===== src/assert_macros.svh =====
// Assertion helpers shared by the RTL. Define NO_ASSERTIONS to compile them out.
`ifndef ASSERT_MACROS_SVH
`define ASSERT_MACROS_SVH

`ifndef NO_ASSERTIONS

// Checked on every rising edge of clk while reset is released.
`define GFSTB_ASSERT(lbl, prop, msg) \
	lbl: assert property (@(posedge clk) disable iff (!arst_n) (prop)) \
		else $error(msg);

// Checked on every rising edge of clk, reset included.
`define GFSTB_ASSERT_ALWAYS(lbl, prop, msg) \
	lbl: assert property (@(posedge clk) (prop)) else $error(msg);

`else

`define GFSTB_ASSERT(lbl, prop, msg)
`define GFSTB_ASSERT_ALWAYS(lbl, prop, msg)

`endif

`endif


===== src/gfstb_pkg.sv =====
`timescale 1ns / 1ps

package gfstb_pkg;

	localparam int MAX_FIELD_BITS = 4;
	localparam int ELEM_W         = 4;
	localparam int NUM_ELEMS      = 7;
	localparam int PROD_W         = 2 * ELEM_W;
	localparam int NSTG           = 4;
	localparam int FB_W           = 3;
	localparam int POLY_W         = 5;
	localparam int CFG_IDX_W      = 1;
	localparam int CFG_DATA_W     = 5;

	localparam logic [FB_W-1:0]   FIELD_BITS_RST = 3'd4;
	localparam logic [POLY_W-1:0] POLY_RST       = 5'd19;
	localparam logic [ELEM_W-1:0] GF_ONE         = 4'd1;

	typedef logic [ELEM_W-1:0] elem_t;
	typedef logic [NUM_ELEMS-1:0][ELEM_W-1:0] tuple_t;

	typedef enum logic {
		OP_FORWARD,
		OP_INVERSE
	} op_t;

	typedef enum logic [CFG_IDX_W-1:0] {
		CFG_FIELD_BITS,
		CFG_REDUCTION_POLY
	} cfg_reg_t;

	// Effective field: degree, element mask and the low bits of the modulus.
	typedef struct packed {
		logic [FB_W-1:0] k;
		elem_t           mask;
		elem_t           poly;
	} fld_t;

	typedef struct packed {
		logic [NSTG-1:0] en;
		logic [NSTG-1:0] vld;
	} ctl_t;

	// Carry-less product reduced modulo x^k + poly.
	function automatic elem_t fmul(fld_t f, elem_t a, elem_t b);
		logic [PROD_W-1:0] r;
		elem_t am;
		elem_t bm;
		logic [FB_W-1:0] sh;
		begin
			am = a & f.mask;
			bm = b & f.mask;
			r = '0;
			for (int i = 0; i < ELEM_W; i++) begin
				if (bm[i]) r = r ^ ({{(PROD_W-ELEM_W){1'b0}}, am} << i);
			end
			for (int j = PROD_W - 2; j >= 0; j--) begin
				sh = FB_W'(j) - f.k;
				if ((FB_W'(j) >= f.k) && r[j]) begin
					r = r ^ ((PROD_W'(f.poly) << sh) | (PROD_W'(1) << j));
				end
			end
			return r[ELEM_W-1:0] & f.mask;
		end
	endfunction

	function automatic elem_t fsq(fld_t f, elem_t a);
		return fmul(f, a, a);
	endfunction

	// Square root in GF(2^k) is k-1 repeated squarings.
	function automatic elem_t froot(fld_t f, elem_t a);
		elem_t x;
		begin
			x = a & f.mask;
			for (int i = 1; i < MAX_FIELD_BITS; i++) begin
				if (FB_W'(i) < f.k) x = fsq(f, x);
			end
			return x;
		end
	endfunction

endpackage


===== src/gfstb_req_if.sv =====
`timescale 1ns / 1ps

interface gfstb_req_if;
	logic                       valid;
	logic                       ready;
	logic                       op;
	logic [gfstb_pkg::ELEM_W-1:0] in_e0;
	logic [gfstb_pkg::ELEM_W-1:0] in_e1;
	logic [gfstb_pkg::ELEM_W-1:0] in_e2;
	logic [gfstb_pkg::ELEM_W-1:0] in_e3;
	logic [gfstb_pkg::ELEM_W-1:0] in_e4;
	logic [gfstb_pkg::ELEM_W-1:0] in_e5;
	logic [gfstb_pkg::ELEM_W-1:0] in_e6;

	modport source(output valid, op, in_e0, in_e1, in_e2, in_e3, in_e4, in_e5, in_e6,
		input ready);
	modport sink(input valid, op, in_e0, in_e1, in_e2, in_e3, in_e4, in_e5, in_e6,
		output ready);
endinterface


===== src/gfstb_rsp_if.sv =====
`timescale 1ns / 1ps

interface gfstb_rsp_if;
	logic                       valid;
	logic                       ready;
	logic [gfstb_pkg::ELEM_W-1:0] out_e0;
	logic [gfstb_pkg::ELEM_W-1:0] out_e1;
	logic [gfstb_pkg::ELEM_W-1:0] out_e2;
	logic [gfstb_pkg::ELEM_W-1:0] out_e3;
	logic [gfstb_pkg::ELEM_W-1:0] out_e4;
	logic [gfstb_pkg::ELEM_W-1:0] out_e5;
	logic [gfstb_pkg::ELEM_W-1:0] out_e6;

	modport source(output valid, out_e0, out_e1, out_e2, out_e3, out_e4, out_e5, out_e6,
		input ready);
	modport sink(input valid, out_e0, out_e1, out_e2, out_e3, out_e4, out_e5, out_e6,
		output ready);
endinterface


===== src/gfstb_cfg_if.sv =====
`timescale 1ns / 1ps

interface gfstb_cfg_if;
	logic                              valid;
	logic                              ready;
	logic [gfstb_pkg::CFG_IDX_W-1:0]   index;
	logic [gfstb_pkg::CFG_DATA_W-1:0]  data;

	modport source(output valid, index, data, input ready);
	modport sink(input valid, index, data, output ready);
endinterface


===== src/gf_seven_tuple_bijection.sv =====
`timescale 1ns / 1ps
// Maps a seven-tuple over GF(2^K) to seven polynomial coefficients (op = 0)
// or back again (op = 1).
// Channels: req carries op and in_e0..in_e6, rsp carries out_e0..out_e6, both
// valid/ready; a request is taken at an edge where valid and ready are high.
// cfg writes field_bits (index 0) or reduction_poly (index 1); it is always
// ready, and should only be written while no request is in flight.
// rsp.valid rises once the request has passed through the register stages; there
// are four register stages and a new request can enter every cycle unless all
// four hold a request and rsp.ready is low.
// Input elements are masked to K bits; results are always below 2^K.
// Reset empties the pipeline and sets K = 4 with modulus x^4 + x + 1.
// When rsp.ready is low, results stay put and the stages behind them fill;
// req.ready drops only once all four stages hold a request.
`include "assert_macros.svh"

module gf_seven_tuple_bijection (
	input  logic         clk,
	input  logic         arst_n,
	gfstb_req_if.sink    req,
	gfstb_rsp_if.source  rsp,
	gfstb_cfg_if.sink    cfg
);

	logic [gfstb_pkg::FB_W-1:0]   fb_q;
	logic [gfstb_pkg::POLY_W-1:0] poly_q;
	gfstb_pkg::fld_t              fld;
	gfstb_pkg::ctl_t              ctl;
	gfstb_pkg::tuple_t            tup;
	gfstb_pkg::tuple_t            fwd_res;
	gfstb_pkg::tuple_t            inv_res;
	gfstb_pkg::tuple_t            res_s4;
	logic                         op_s1, op_s2, op_s3;
	gfstb_pkg::elem_t             res_any;
	logic                         out_stall;

	assign cfg.ready = 1'b1;

	always_ff @(posedge clk or negedge arst_n) begin
		if (!arst_n) begin
			fb_q   <= gfstb_pkg::FIELD_BITS_RST;
			poly_q <= gfstb_pkg::POLY_RST;
		end else if (cfg.valid) begin
			case (cfg.index)
				gfstb_pkg::CFG_FIELD_BITS: begin
					fb_q <= cfg.data[gfstb_pkg::FB_W-1:0];
				end
				gfstb_pkg::CFG_REDUCTION_POLY: begin
					poly_q <= cfg.data;
				end
				default: begin
				end
			endcase
		end
	end

	// A degree of zero acts as one; larger than the maximum saturates.
	always_comb begin
		if (fb_q == '0) begin
			fld.k = gfstb_pkg::FB_W'(1);
		end else if (fb_q > gfstb_pkg::FB_W'(gfstb_pkg::MAX_FIELD_BITS)) begin
			fld.k = gfstb_pkg::FB_W'(gfstb_pkg::MAX_FIELD_BITS);
		end else begin
			fld.k = fb_q;
		end
		fld.mask = gfstb_pkg::ELEM_W'((5'd1 << fld.k) - 5'd1);
		fld.poly = poly_q[gfstb_pkg::ELEM_W-1:0] & fld.mask;
	end

	assign tup[0] = req.in_e0 & fld.mask;
	assign tup[1] = req.in_e1 & fld.mask;
	assign tup[2] = req.in_e2 & fld.mask;
	assign tup[3] = req.in_e3 & fld.mask;
	assign tup[4] = req.in_e4 & fld.mask;
	assign tup[5] = req.in_e5 & fld.mask;
	assign tup[6] = req.in_e6 & fld.mask;

	gfstb_ctrl u_ctrl (
		.clk       (clk),
		.arst_n    (arst_n),
		.in_valid  (req.valid),
		.out_ready (rsp.ready),
		.ctl       (ctl)
	);

	gfstb_fwd u_fwd (
		.clk (clk),
		.ctl (ctl),
		.fld (fld),
		.tup (tup),
		.res (fwd_res)
	);

	gfstb_inv u_inv (
		.clk (clk),
		.ctl (ctl),
		.fld (fld),
		.tup (tup),
		.res (inv_res)
	);

	always_ff @(posedge clk) begin
		if (ctl.en[0]) op_s1 <= req.op;
		if (ctl.en[1]) op_s2 <= op_s1;
		if (ctl.en[2]) op_s3 <= op_s2;
		if (ctl.en[3]) begin
			res_s4 <= (op_s3 == gfstb_pkg::OP_INVERSE) ? inv_res : fwd_res;
		end
	end

	assign req.ready  = ctl.en[0];
	assign rsp.valid  = ctl.vld[gfstb_pkg::NSTG-1];
	assign rsp.out_e0 = res_s4[0];
	assign rsp.out_e1 = res_s4[1];
	assign rsp.out_e2 = res_s4[2];
	assign rsp.out_e3 = res_s4[3];
	assign rsp.out_e4 = res_s4[4];
	assign rsp.out_e5 = res_s4[5];
	assign rsp.out_e6 = res_s4[6];

	assign res_any = res_s4[0] | res_s4[1] | res_s4[2] | res_s4[3] | res_s4[4] | res_s4[5]
		| res_s4[6];
	assign out_stall = ctl.vld[2] && !ctl.en[3];

	`GFSTB_ASSERT(a_result_in_field, rsp.valid |-> ((res_any & ~fld.mask) == '0), "result too wide")
	`GFSTB_ASSERT(a_backpressure_full, !req.ready |-> (&ctl.vld), "request refused, stage free")
	`GFSTB_ASSERT(a_stall_keeps_items, out_stall |=> (ctl.vld[2] && ctl.vld[3]), "request lost")

endmodule


===== src/gfstb_ctrl.sv =====
`timescale 1ns / 1ps

module gfstb_ctrl (
	input  logic              clk,
	input  logic              arst_n,
	input  logic              in_valid,
	input  logic              out_ready,
	output gfstb_pkg::ctl_t   ctl
);

	logic [gfstb_pkg::NSTG-1:0] vld_q;
	logic [gfstb_pkg::NSTG-1:0] rdy;

	// A stage can load when it is empty or its content moves on this cycle.
	always_comb begin
		rdy[gfstb_pkg::NSTG-1] = !vld_q[gfstb_pkg::NSTG-1] || out_ready;
		for (int i = gfstb_pkg::NSTG - 2; i >= 0; i--) begin
			rdy[i] = !vld_q[i] || rdy[i+1];
		end
	end

	always_ff @(posedge clk or negedge arst_n) begin
		if (!arst_n) begin
			vld_q <= '0;
		end else begin
			if (rdy[0]) vld_q[0] <= in_valid;
			for (int i = 1; i < gfstb_pkg::NSTG; i++) begin
				if (rdy[i]) vld_q[i] <= vld_q[i-1];
			end
		end
	end

	assign ctl.en  = rdy;
	assign ctl.vld = vld_q;

endmodule


===== src/gfstb_fwd.sv =====
`timescale 1ns / 1ps

module gfstb_fwd (
	input  logic               clk,
	input  gfstb_pkg::ctl_t    ctl,
	input  gfstb_pkg::fld_t    fld,
	input  gfstb_pkg::tuple_t  tup,
	output gfstb_pkg::tuple_t  res
);

	gfstb_pkg::tuple_t c_s1;
	gfstb_pkg::elem_t  b_s1, e_s1, d_s1;

	gfstb_pkg::elem_t  c3_s2, c4_s2, c6_s2, bsq_s2, t3_s2, sx2_s2, sx1_s2;

	gfstb_pkg::tuple_t g_s3;

	// Stage 1: first products of the tuple.
	always_ff @(posedge clk) begin
		if (ctl.en[0]) begin
			c_s1 <= tup;
			b_s1 <= tup[0] ^ tup[1];
			e_s1 <= tup[2] ^ gfstb_pkg::fmul(fld, tup[0], tup[1]);
			d_s1 <= gfstb_pkg::fmul(fld, tup[1], tup[2]);
		end
	end

	// Stage 2: squares and the terms that are later scaled by c4.
	always_ff @(posedge clk) begin
		if (ctl.en[1]) begin
			c3_s2  <= c_s1[3];
			c4_s2  <= c_s1[4];
			c6_s2  <= c_s1[6];
			bsq_s2 <= gfstb_pkg::fsq(fld, b_s1);
			t3_s2  <= gfstb_pkg::fsq(fld, e_s1) ^ gfstb_pkg::fmul(fld, c_s1[3], b_s1)
				^ gfstb_pkg::GF_ONE;
			sx2_s2 <= gfstb_pkg::fmul(fld, c_s1[3], e_s1) ^ c_s1[0];
			sx1_s2 <= gfstb_pkg::fsq(fld, d_s1) ^ gfstb_pkg::fmul(fld, c_s1[3], d_s1)
				^ c_s1[5];
		end
	end

	// Stage 3: coefficients.
	always_ff @(posedge clk) begin
		if (ctl.en[2]) begin
			g_s3[6] <= c4_s2;
			g_s3[5] <= bsq_s2;
			g_s3[4] <= c3_s2 ^ gfstb_pkg::fmul(fld, c4_s2, bsq_s2);
			g_s3[3] <= t3_s2 ^ gfstb_pkg::fmul(fld, c3_s2, c4_s2);
			g_s3[2] <= sx2_s2 ^ gfstb_pkg::fmul(fld, c4_s2, t3_s2);
			g_s3[1] <= sx1_s2 ^ gfstb_pkg::fmul(fld, c4_s2, sx2_s2);
			g_s3[0] <= c6_s2 ^ gfstb_pkg::fmul(fld, c4_s2, sx1_s2);
		end
	end

	assign res = g_s3;

endmodule


===== src/gfstb_inv.sv =====
`timescale 1ns / 1ps

module gfstb_inv (
	input  logic               clk,
	input  gfstb_pkg::ctl_t    ctl,
	input  gfstb_pkg::fld_t    fld,
	input  gfstb_pkg::tuple_t  tup,
	output gfstb_pkg::tuple_t  res
);

	gfstb_pkg::tuple_t g_s1;
	gfstb_pkg::elem_t  p1_s1, p2_s1;

	gfstb_pkg::elem_t  g0_s2, g1_s2, g2_s2, p0_s2, p1_s2, p2_s2, p3_s2, m21_s2;

	gfstb_pkg::elem_t  g0_s3, g1_s3, p0_s3, p1_s3, p2_s3, p4_s3, w_s3, m23_s3;

	gfstb_pkg::elem_t  p1_in, p3_in, m21_in, m23_in, p4_in;
	gfstb_pkg::elem_t  d, sd, pd, p5, p6;

	// Stage 1: root of the X^5 coefficient, then p2.
	always_comb begin
		p1_in = gfstb_pkg::froot(fld, tup[5]);
	end

	always_ff @(posedge clk) begin
		if (ctl.en[0]) begin
			g_s1  <= tup;
			p1_s1 <= p1_in;
			p2_s1 <= tup[4] ^ gfstb_pkg::fmul(fld, tup[6], gfstb_pkg::fsq(fld, p1_in));
		end
	end

	// Stage 2: p3 is a root taken over a sum of products.
	always_comb begin
		m21_in = gfstb_pkg::fmul(fld, p2_s1, p1_s1);
		p3_in  = gfstb_pkg::froot(fld, g_s1[3] ^ m21_in ^ gfstb_pkg::GF_ONE
			^ gfstb_pkg::fmul(fld, p2_s1, g_s1[6]));
	end

	always_ff @(posedge clk) begin
		if (ctl.en[1]) begin
			g0_s2  <= g_s1[0];
			g1_s2  <= g_s1[1];
			g2_s2  <= g_s1[2];
			p0_s2  <= g_s1[6];
			p1_s2  <= p1_s1;
			p2_s2  <= p2_s1;
			p3_s2  <= p3_in;
			m21_s2 <= m21_in;
		end
	end

	// Stage 3: p4 and w.
	always_comb begin
		m23_in = gfstb_pkg::fmul(fld, p2_s2, p3_s2);
		p4_in  = g2_s2 ^ m23_in ^ p1_s2 ^ gfstb_pkg::fmul(fld, p0_s2,
			gfstb_pkg::fsq(fld, p3_s2) ^ m21_s2 ^ gfstb_pkg::GF_ONE);
	end

	always_ff @(posedge clk) begin
		if (ctl.en[2]) begin
			g0_s3  <= g0_s2;
			g1_s3  <= g1_s2;
			p0_s3  <= p0_s2;
			p1_s3  <= p1_s2;
			p2_s3  <= p2_s2;
			p4_s3  <= p4_in;
			m23_s3 <= m23_in;
			w_s3   <= p3_s2 ^ gfstb_pkg::fmul(fld, p1_s2, p4_in) ^ gfstb_pkg::fsq(fld, p4_in);
		end
	end

	// Last stage is combinational here; the output register sits in the top level.
	always_comb begin
		d  = gfstb_pkg::fmul(fld, p4_s3, w_s3);
		sd = gfstb_pkg::fsq(fld, d);
		pd = gfstb_pkg::fmul(fld, p2_s3, d);
		p5 = g1_s3 ^ sd ^ pd ^ gfstb_pkg::fmul(fld, p0_s3, m23_s3 ^ p1_s3 ^ p4_s3);
		p6 = g0_s3 ^ gfstb_pkg::fmul(fld, p0_s3, sd ^ pd ^ p5);
	end

	assign res[0] = p1_s3 ^ p4_s3;
	assign res[1] = p4_s3;
	assign res[2] = w_s3;
	assign res[3] = p2_s3;
	assign res[4] = p0_s3;
	assign res[5] = p5;
	assign res[6] = p6;

endmodule


===== src/flat_wrapper.sv =====
// flat-port wrapper written by rule: the top's interface ports become plain ports
module gf_seven_tuple_bijection_flat 
  (clk, arst_n, req_valid, req_op, req_in_e0, req_in_e1, req_in_e2, req_in_e3, req_in_e4, req_in_e5, req_in_e6, req_ready, rsp_valid, rsp_out_e0, rsp_out_e1, rsp_out_e2, rsp_out_e3, rsp_out_e4, rsp_out_e5, rsp_out_e6, rsp_ready, cfg_valid, cfg_index, cfg_data, cfg_ready);
  gfstb_req_if req_i ();
  gfstb_rsp_if rsp_i ();
  gfstb_cfg_if cfg_i ();
  input  logic clk;
  input  logic arst_n;
  input wire logic [$bits(req_i.valid)-1:0] req_valid;
  input wire logic [$bits(req_i.op)-1:0] req_op;
  input wire logic [$bits(req_i.in_e0)-1:0] req_in_e0;
  input wire logic [$bits(req_i.in_e1)-1:0] req_in_e1;
  input wire logic [$bits(req_i.in_e2)-1:0] req_in_e2;
  input wire logic [$bits(req_i.in_e3)-1:0] req_in_e3;
  input wire logic [$bits(req_i.in_e4)-1:0] req_in_e4;
  input wire logic [$bits(req_i.in_e5)-1:0] req_in_e5;
  input wire logic [$bits(req_i.in_e6)-1:0] req_in_e6;
  output wire logic [$bits(req_i.ready)-1:0] req_ready;
  output wire logic [$bits(rsp_i.valid)-1:0] rsp_valid;
  output wire logic [$bits(rsp_i.out_e0)-1:0] rsp_out_e0;
  output wire logic [$bits(rsp_i.out_e1)-1:0] rsp_out_e1;
  output wire logic [$bits(rsp_i.out_e2)-1:0] rsp_out_e2;
  output wire logic [$bits(rsp_i.out_e3)-1:0] rsp_out_e3;
  output wire logic [$bits(rsp_i.out_e4)-1:0] rsp_out_e4;
  output wire logic [$bits(rsp_i.out_e5)-1:0] rsp_out_e5;
  output wire logic [$bits(rsp_i.out_e6)-1:0] rsp_out_e6;
  input wire logic [$bits(rsp_i.ready)-1:0] rsp_ready;
  input wire logic [$bits(cfg_i.valid)-1:0] cfg_valid;
  input wire logic [$bits(cfg_i.index)-1:0] cfg_index;
  input wire logic [$bits(cfg_i.data)-1:0] cfg_data;
  output wire logic [$bits(cfg_i.ready)-1:0] cfg_ready;
  assign req_i.valid = req_valid;
  assign req_i.op = req_op;
  assign req_i.in_e0 = req_in_e0;
  assign req_i.in_e1 = req_in_e1;
  assign req_i.in_e2 = req_in_e2;
  assign req_i.in_e3 = req_in_e3;
  assign req_i.in_e4 = req_in_e4;
  assign req_i.in_e5 = req_in_e5;
  assign req_i.in_e6 = req_in_e6;
  assign req_ready = req_i.ready;
  assign rsp_valid = rsp_i.valid;
  assign rsp_out_e0 = rsp_i.out_e0;
  assign rsp_out_e1 = rsp_i.out_e1;
  assign rsp_out_e2 = rsp_i.out_e2;
  assign rsp_out_e3 = rsp_i.out_e3;
  assign rsp_out_e4 = rsp_i.out_e4;
  assign rsp_out_e5 = rsp_i.out_e5;
  assign rsp_out_e6 = rsp_i.out_e6;
  assign rsp_i.ready = rsp_ready;
  assign cfg_i.valid = cfg_valid;
  assign cfg_i.index = cfg_index;
  assign cfg_i.data = cfg_data;
  assign cfg_ready = cfg_i.ready;
  gf_seven_tuple_bijection u_core (.clk(clk), .arst_n(arst_n), .req(req_i), .rsp(rsp_i), .cfg(cfg_i));
endmodule

===== config.mk =====
export PLATFORM = sky130hd
export DESIGN_NAME = gf_seven_tuple_bijection_flat
export DESIGN_NICKNAME = d
export VERILOG_FILES = /design/src/gfstb_pkg.sv /design/src/gfstb_req_if.sv /design/src/gfstb_rsp_if.sv /design/src/gfstb_cfg_if.sv /design/src/gf_seven_tuple_bijection.sv /design/src/gfstb_ctrl.sv /design/src/gfstb_fwd.sv /design/src/gfstb_inv.sv /design/src/flat_wrapper.sv
export VERILOG_INCLUDE_DIRS = /design/src /design/src/src
export SDC_FILE = /design/constraint.sdc
export NUM_CORES = 1
export LEC_CHECK = 0
export CAP_MARGIN = 20
export CELL_PAD_IN_SITES_DETAIL_PLACEMENT = 0
export CELL_PAD_IN_SITES_GLOBAL_PLACEMENT = 1
export CORE_MARGIN = 3
export CORE_UTILIZATION = 45
export CTS_BUF_LIST = sky130_fd_sc_hd__clkbuf_16
export DETAILED_ROUTE_END_ITERATION = 10
export DONT_BUFFER_PORTS = 1
export PLACE_DENSITY_LB_ADDON = 0.1
export SYNTH_ARGS = -nofsm -noshare
export SYNTH_HDL_FRONTEND = slang
export SYNTH_SLANG_ARGS = --single-unit

===== constraint.sdc =====
create_clock -name clk -period 24.5 [get_ports clk]
set_clock_uncertainty 0.15 [all_clocks]
set_input_delay 2.45 -clock clk [delete_from_list [all_inputs] [get_ports clk]]
set_output_delay 2.45 -clock clk [all_outputs]
set_load 0.02 [all_outputs]

# Word level (Yosys, flattened, before mapping)
# Cells that the tools add are included.
dict set report word_totals {
  ff_bits 206
  latchBits 0
  ramBits 0
  rom_bits 0
  inputBits 40
  out_inout_bits 31
  wordCells 1395
  mem_count 0
}
dict set report classes {
  add_sub_neg 8
  multipliers 0
  div_mod_pow 0
  magnitude_cmp 11
  eq_ne 0
  shifts 8
  muxes 625
  bitwise_logic 444
  n_reduce_logical 242
}
# op n
set ops {}
lappend ops {{$mux 7} 191}
lappend ops {{$mux 4} 319}
lappend ops {{$xor 4x4->4} 194}
lappend ops {{$mux 6} 56}
lappend ops {{$and 4x4->4} 81}
lappend ops {{$mux 5} 56}
lappend ops {{$logic_and 1x1->1} 231}
lappend ops {{$xor 7x6->7} 33}
lappend ops {{$xor 7x7->7} 33}
lappend ops {{$xor 6x6->6} 33}
lappend ops {{$xor 5x5->5} 33}
lappend ops {{$xor 7x5->7} 23}
lappend ops {{$xor 4x5->5} 10}
lappend ops {{$mux 28} 1}
lappend ops {{$shl 4x3->4} 4}
lappend ops {{$ge 3x3->1 const A} 3}
lappend ops {{$sub 3x3->3 const A} 3}
lappend ops {{$ge 1x3->1 const A} 2}
lappend ops {{$ge 2x3->1 const A} 2}
lappend ops {{$lt 2x3->1 const A} 2}
lappend ops {{$mux 3} 2}
lappend ops {{$shl 4x3->6} 1}
lappend ops {{$sub 1x3->3 const A} 2}
lappend ops {{$sub 2x3->3 const A} 2}
lappend ops {{11 further kinds} 21}

# Logic depth before layout (Yosys ltp)
dict set report depth {
  ltp_word 181
  ltp_mapped 58
  mapped_depth_nobuf 45
}

# Modules after synthesis
# Synthesis repeated with hierarchy kept, for this count alone.
dict set report unflattened {
  cells_unflattened 4052
  area_unflattened_um2 30897.1
}
# mod n_inst cells_per_inst area_each_um2 seq_area_each_um2
set by_module_without_submodules {}
lappend by_module_without_submodules {gfstb_inv 1 2123 15537.4 2762.6}
lappend by_module_without_submodules {gfstb_fwd 1 1775 13150.1 2642.5}
lappend by_module_without_submodules {gf_seven_tuple_bijection 1 141 2040.7 1109.8}
lappend by_module_without_submodules {gfstb_ctrl 1 13 168.9 100.1}

# Least setup slack after synthesis
# No wires, ideal clock.
dict set report synth_timing {
  path_type {reg-to-reg}
  from {register u_core.fb_q[2] (netlist name)}
  to {register u_core.u_inv.p2_s1[1], data pin}
  setup_time_ns 0.260
  arrival_time_ns 13.093
  required_time_ns 24.090
  path_slack_ns 10.997
  path_stages_with_launch 55
  path_buffers 19
  synth_period_minus_slack_ns 13.503
  path_cell_list {dfstp_2 -> buf_4 -> buf_8 -> buf_2 -> buf_2 -> clkbuf_1 -> clkbuf_1 -> clkbuf_1 -> clkbuf_1 -> clkbuf_1 -> clkbuf_1 -> clkbuf_1 -> buf_1 -> clkbuf_1 -> clkbuf_1 -> clkbuf_1 -> ha_1 -> or3_1 -> (+19 left out) -> inv_2 -> o211ai_1 -> a22o_1 -> a311o_1 -> and3_1 -> buf_2 -> nor3_1 -> xor3_1 -> buf_2 -> a311oi_2 -> a21oi_1 -> or2_1 -> buf_2 -> a211o_1 -> and4_4 -> a2111o_1 -> nand2_1 -> mux2_4}
}
dict set report synth_via {
  elab_chain_len 181
  word_cells_on_any_way 245
  cone_classes {add/sub: 8; order compare: 11; shift: 8; mux: 115; bitwise: 67; reduce/logical: 36}
}
# element line_no
set synth_rtl {}
lappend synth_rtl {{from (decl)} gf_seven_tuple_bijection.sv:25} ;# logic [gfstb_pkg::FB_W-1:0] fb_q;
lappend synth_rtl {{from (signal assigned)} gf_seven_tuple_bijection.sv:41} ;# fb_q <= gfstb_pkg::FIELD_BITS_RST;
lappend synth_rtl {{from (signal assigned)} gf_seven_tuple_bijection.sv:46} ;# fb_q <= cfg.data[gfstb_pkg::FB_W-1:0];
lappend synth_rtl {{$gt 3x3->1} gf_seven_tuple_bijection.sv:61} ;# end else if (fb_q > gfstb_pkg::FB_W'(gfstb_pkg::MAX_FIELD_BITS)) begin
lappend synth_rtl {{$mux 3} gf_seven_tuple_bijection.sv:61}
lappend synth_rtl {{$mux 3 (*)} gf_seven_tuple_bijection.sv:59} ;# if (fb_q == '0) begin
lappend synth_rtl {{$shl 1x3->4} gf_seven_tuple_bijection.sv:66} ;# fld.mask = gfstb_pkg::ELEM_W'((5'd1 << fld.k) - 5'd1);
lappend synth_rtl {{$sub 4x1->4} gf_seven_tuple_bijection.sv:66}
lappend synth_rtl {{$and 4x4->4} gf_seven_tuple_bijection.sv:75} ;# assign tup[5] = req.in_e5 & fld.mask;
lappend synth_rtl {{$and 4x4->4} gfstb_pkg.sv:75} ;# x = a & f.mask;
lappend synth_rtl {{$and 4x4->4} {gfstb_pkg.sv:51, gfstb_pkg.sv:52}}
lappend synth_rtl {{(+104 left out)} n/a}
lappend synth_rtl {{net u_core.u_inv.p1_in[2]} gfstb_inv.sv:18} ;# gfstb_pkg::elem_t p1_in, p3_in, m21_in, m23_in, p4_in;
lappend synth_rtl {{(+61 left out)} n/a}
lappend synth_rtl {{$xor 4x4->4 / $logic_and 1x1->1 (equally long branches)} {gfstb_pkg.sv:60, gfstb_pkg.sv:59}}
lappend synth_rtl {{$mux 4 (*)} gfstb_pkg.sv:59} ;# if ((FB_W'(j) >= f.k) && r[j]) begin
lappend synth_rtl {{$mux 4 (*)} gfstb_inv.sv:27} ;# if (ctl.en[0]) begin
lappend synth_rtl {{$xor 4x4->4 / $logic_and 1x1->1 (equally long branches)} {gfstb_pkg.sv:60, gfstb_pkg.sv:59}}
lappend synth_rtl {{$mux 4 (*)} gfstb_pkg.sv:59}
lappend synth_rtl {{$mux 4 (*)} gfstb_inv.sv:27}
lappend synth_rtl {{$and 4x4->4 (*)} gfstb_pkg.sv:63} ;# return r[ELEM_W-1:0] & f.mask;
lappend synth_rtl {{$xor 4x4->4 (*)} gfstb_inv.sv:30} ;# p2_s1 <= tup[4] ^ gfstb_pkg::fmul(fld, tup[6], gfstb_pkg::fsq(fld, p1_in));
lappend synth_rtl {{to (signal assigned)} gfstb_inv.sv:30}
lappend synth_rtl {{to (decl)} gfstb_inv.sv:12} ;# gfstb_pkg::elem_t p1_s1, p2_s1;
# Mark *: on every way through the listed nets, which the timed path passes. The rest lies on a longest branch. The select of a mux whose other input is x is not followed.
# A chain may end at the register's enable or synchronous reset.

# Worst setup path in the final report
dict set report layout_timing {
  from {register u_core.fb_q[1] (netlist name)}
  to {register u_core.u_inv.p2_s1[1], data pin}
}
dict set report layout_via {
  elab_chain_len 181
  word_cells_on_any_way 245
  cone_classes {add/sub: 8; order compare: 11; shift: 8; mux: 115; bitwise: 67; reduce/logical: 36}
}
# element line_no
set layout_rtl {}
lappend layout_rtl {{$gt 3x3->1} gf_seven_tuple_bijection.sv:61}
lappend layout_rtl {{$mux 3} gf_seven_tuple_bijection.sv:61}
lappend layout_rtl {{$mux 3 (*)} gf_seven_tuple_bijection.sv:59}
lappend layout_rtl {{$shl 1x3->4} gf_seven_tuple_bijection.sv:66}
lappend layout_rtl {{$sub 4x1->4} gf_seven_tuple_bijection.sv:66}
lappend layout_rtl {{$and 4x4->4} gf_seven_tuple_bijection.sv:75}
lappend layout_rtl {{$and 4x4->4} gfstb_pkg.sv:75}
lappend layout_rtl {{$and 4x4->4} {gfstb_pkg.sv:51, gfstb_pkg.sv:52}}
lappend layout_rtl {{(+165 left out)} n/a}
lappend layout_rtl {{$xor 4x4->4 / $logic_and 1x1->1 (equally long branches)} {gfstb_pkg.sv:60, gfstb_pkg.sv:59}}
lappend layout_rtl {{$mux 4} gfstb_pkg.sv:59}
lappend layout_rtl {{$mux 4} gfstb_inv.sv:27}
lappend layout_rtl {{$xor 4x4->4 / $logic_and 1x1->1 (equally long branches)} {gfstb_pkg.sv:60, gfstb_pkg.sv:59}}
lappend layout_rtl {{$mux 4} gfstb_pkg.sv:59}
lappend layout_rtl {{$mux 4} gfstb_inv.sv:27}
lappend layout_rtl {{$and 4x4->4} gfstb_pkg.sv:63}
lappend layout_rtl {{$xor 4x4->4 (*)} gfstb_inv.sv:30}
# Every way passes the cells marked *; elsewhere a longest branch is shown, timed or not. The select of a mux whose other input is x is not followed.

==> impl_metrics.toml <==
[logic_synthesis]
synth_top_family_by_area = "simple AND/OR/NAND/NOR gates"
synth_top_area_cell = "edfxtp_1"
synth-adder-area-share_pct = 0.441
ys_ff_latch = 206
ys.flop_type = "edfxtp_1"
muxShareOfSynthArea_pct = 2.54
yosys.area_share.xor_xnor_pct = 26.3
synthTopCellsByCount = "xnor2_1 (561), nand2_1 (559), nor2_1 (484)"
yosysSeqAreaShare_pct = 24.0
syn_nets = 3442
yosysTopAreaCellShare_pct = 23.0
synth.most_common_cell = "xnor2_1"
synth_compound_gate_area_share_pct = 15.3
async_reset_ff_share_pct = 5.34
synthSimpleGateAreaFrac_pct = 27.3
synth_edf_count = 195
synth_area_leaders = "edfxtp_1 (23%), xnor2_1 (19%), nand2_1 (8.2%), nor2_1 (7.1%), xor2_1 (6.1%)"
synthCells = 3393
synth_warnings = 0
syn_area_per_cell_sq_um = 7.52
synth.distinct_cells = 115
syn-cell-area_sq_um = 25500

[place]
pre_cts_slack_ns = 9.39
routabilityCongestion = 0.976
dp_cells = 4019
dp_hpwl_microns = 79100
numPortBuffers = 0
place_area_sq_um = 26400

[setup_path]
crit_path_max_fanout = 34
cp-startpoint = "u_core.fb_q[1]$_DFFE_PN0P_"
crit_type = "reg2reg"
cpLargestDelayFamily = "compound AO/OA/AOI/OAI gates"
slowest_delay_ns = 0.83
worst-path-buf-inv = 5
cp-start-kind = "flip-flop"
critical_path_arrival_ns = 15.82
worstPathRequired_ns = 24.67
timing.rr.start = "u_core.fb_q[1]$_DFFE_PN0P_"
slowest_stage = "xor3_1"
cp-end-kind = "flip-flop"
crit_top_cell = "buf_4"

[outcome]
status = "complete, no violations"

[cells_and_area]
finalNonFillerCells = 4072
seqCellArea_sq_um = 6140
multi_input_area_sq_um = 18500
nNetsFinal = 3349
drive_gt1_share_pct = 8.28
fin_util_pct = 49.3
syn_to_final_growth_pct = 7.52
largest_register_ffs = 28
fin_area_sq_um = 27400
n_fill_cell = 5434

[power_and_ir_drop]
power.total_mw = 3.38
power_leakage_nw = 8.83
p_per_area_nw_per_um2 = 123
vdd_drop_max_mv = 0.0669

[detailed_routing]
antenna_left = 0
route.detailed.drc = 0
vias_per_cell = 6.39
drt-initial-drc-count = 3465
drt_wl_total_microns = 117000
wl_per_cell_microns = 28.7
first_pass_iters = 6
via_count = 26000

[global_route]
grt-ovfl-total = 0
grt_pass1_wl_microns = 165000
grt_use_total_pct = 37.7
grt_max_degree = 63
grt_pass1_vias = 23900
antenna_found_initial = 7

[die]
start_util_pct = 45.9
die-area_sq_um = 59600
num_rows = 86
fp.dieH_microns = 244
die_width_microns = 244
core_sq_um = 55600
ios = 71

[worst_hold_path]
hold_start = "u_core.u_inv.g_s1[8]$_DFFE_PP_"
min_path_type = "reg2reg"

[clock_tree]
hold_buffers = 0
cts_setup_buffers = 0
htree_levels = 1
numCtsBuffers = 27
cts_resized = 0
clock_latency_ns = 0.58
cts_root_buf = "clkbuf_16"
numClockSinks = 206
tritoncts = "yes"
clk_path_buf_depth = 3
path_clk_slew_ns = 0.06

[timing]
slew-limit-headroom_pct = 16.7
grt_setup_unrepaired = "false"
worstMarginPinSlew_ns = 1.24
finalHoldViolations = 0
tns_ns = 0
final.setup.worst_slack_ns = 8.85
fin_crit_ns = 15.65
holdWs_ns = 0.268
max_freq_ghz = 0.0639
setup_viol = 0
finalCritPeriodShare_pct = 63.9
maxSlewViolCount = 0

[job]
max_cap_violations = 0
cells by family (layout without fill, tap and decap cells):
kind of cell	after synthesis	in the layout
compound gates	559	559
xor+xnor	751	751
fa+ha+maj	9	9
buf+inv	256	184
flops	206	206
mux	60	60
other cells	1	4
simple gates	1551	1551
layout by cell type (no fill, tap or decap), types with 11 or more instances in the layout:
cell	netlist	layout
a211o_1	17	17
a211oi_1	26	26
a21o_1	17	17
a21oi_1	134	133
a22oi_1	11	11
a31oi_1	26	26
and2_1	47	47
and3_1	54	54
buf_4	5	98
clkbuf_16	0	27
edfxtp_1	195	195
inv_1	30	31
mux2_2	32	32
mux2i_1	26	26
nand2_1	559	558
nand2b_1	24	23
nand3_1	136	135
nand4_1	25	25
nor2_1	484	478
nor2b_1	40	40
nor3_1	71	66
nor3b_1	11	11
nor4_1	20	20
o211ai_1	36	36
o21ai_0	111	111
o21ai_1	11	11
o22ai_1	21	21
or2_2	22	22
or3_1	16	16
xnor2_1	561	560
xor2_1	177	176
per-layer routing:
| layer | track usage, % | share of wire [%] |
|---|---|---|
| met5 | 0 | 0.030 |
| met4 | 18.5 | 5.8 |
| met3 | 7.89 | 12 |
| met2 | 56.7 | 42 |
| met1 | 51.2 | 40 |
power by group:
part	switching, mW	total [mW]	internal (mW)
logic	1.43	2.21	0.778
clock network	0.176	0.445	0.268
registers	0.183	0.731	0.549
final timing paths:
check                                                endpoint  slack [ns]  depth (start not counted)
setup / recovery              u_core.u_inv.p2_s1[1]$_DFFE_PP_        8.85                         46
min in group asynchronous  u_core.u_ctrl.vld_q[2]$_DFFE_PN0P_        1.42                          0
setup reg to reg              u_core.u_inv.p2_s1[1]$_DFFE_PP_        8.85                         46
hold / removal                u_core.u_inv.g2_s2[0]$_DFFE_PP_        0.27                          0
max in group asynchronous          u_core.fb_q[2]$_DFFE_PN1P_       22.61                          0
hold reg to reg               u_core.u_inv.g2_s2[0]$_DFFE_PP_        0.27                          0
final cells by class:
type	count	area share, %
antenna	3	0.0274
tap	748	3.41
clock buffer	27	2.46
multi-input combinational	2931	67.4
clock inverter	23	1.12
inverter	36	0.493
sequential	206	22.4
timing repair buffer	98	2.68
(Power assumes the default switching activity.)
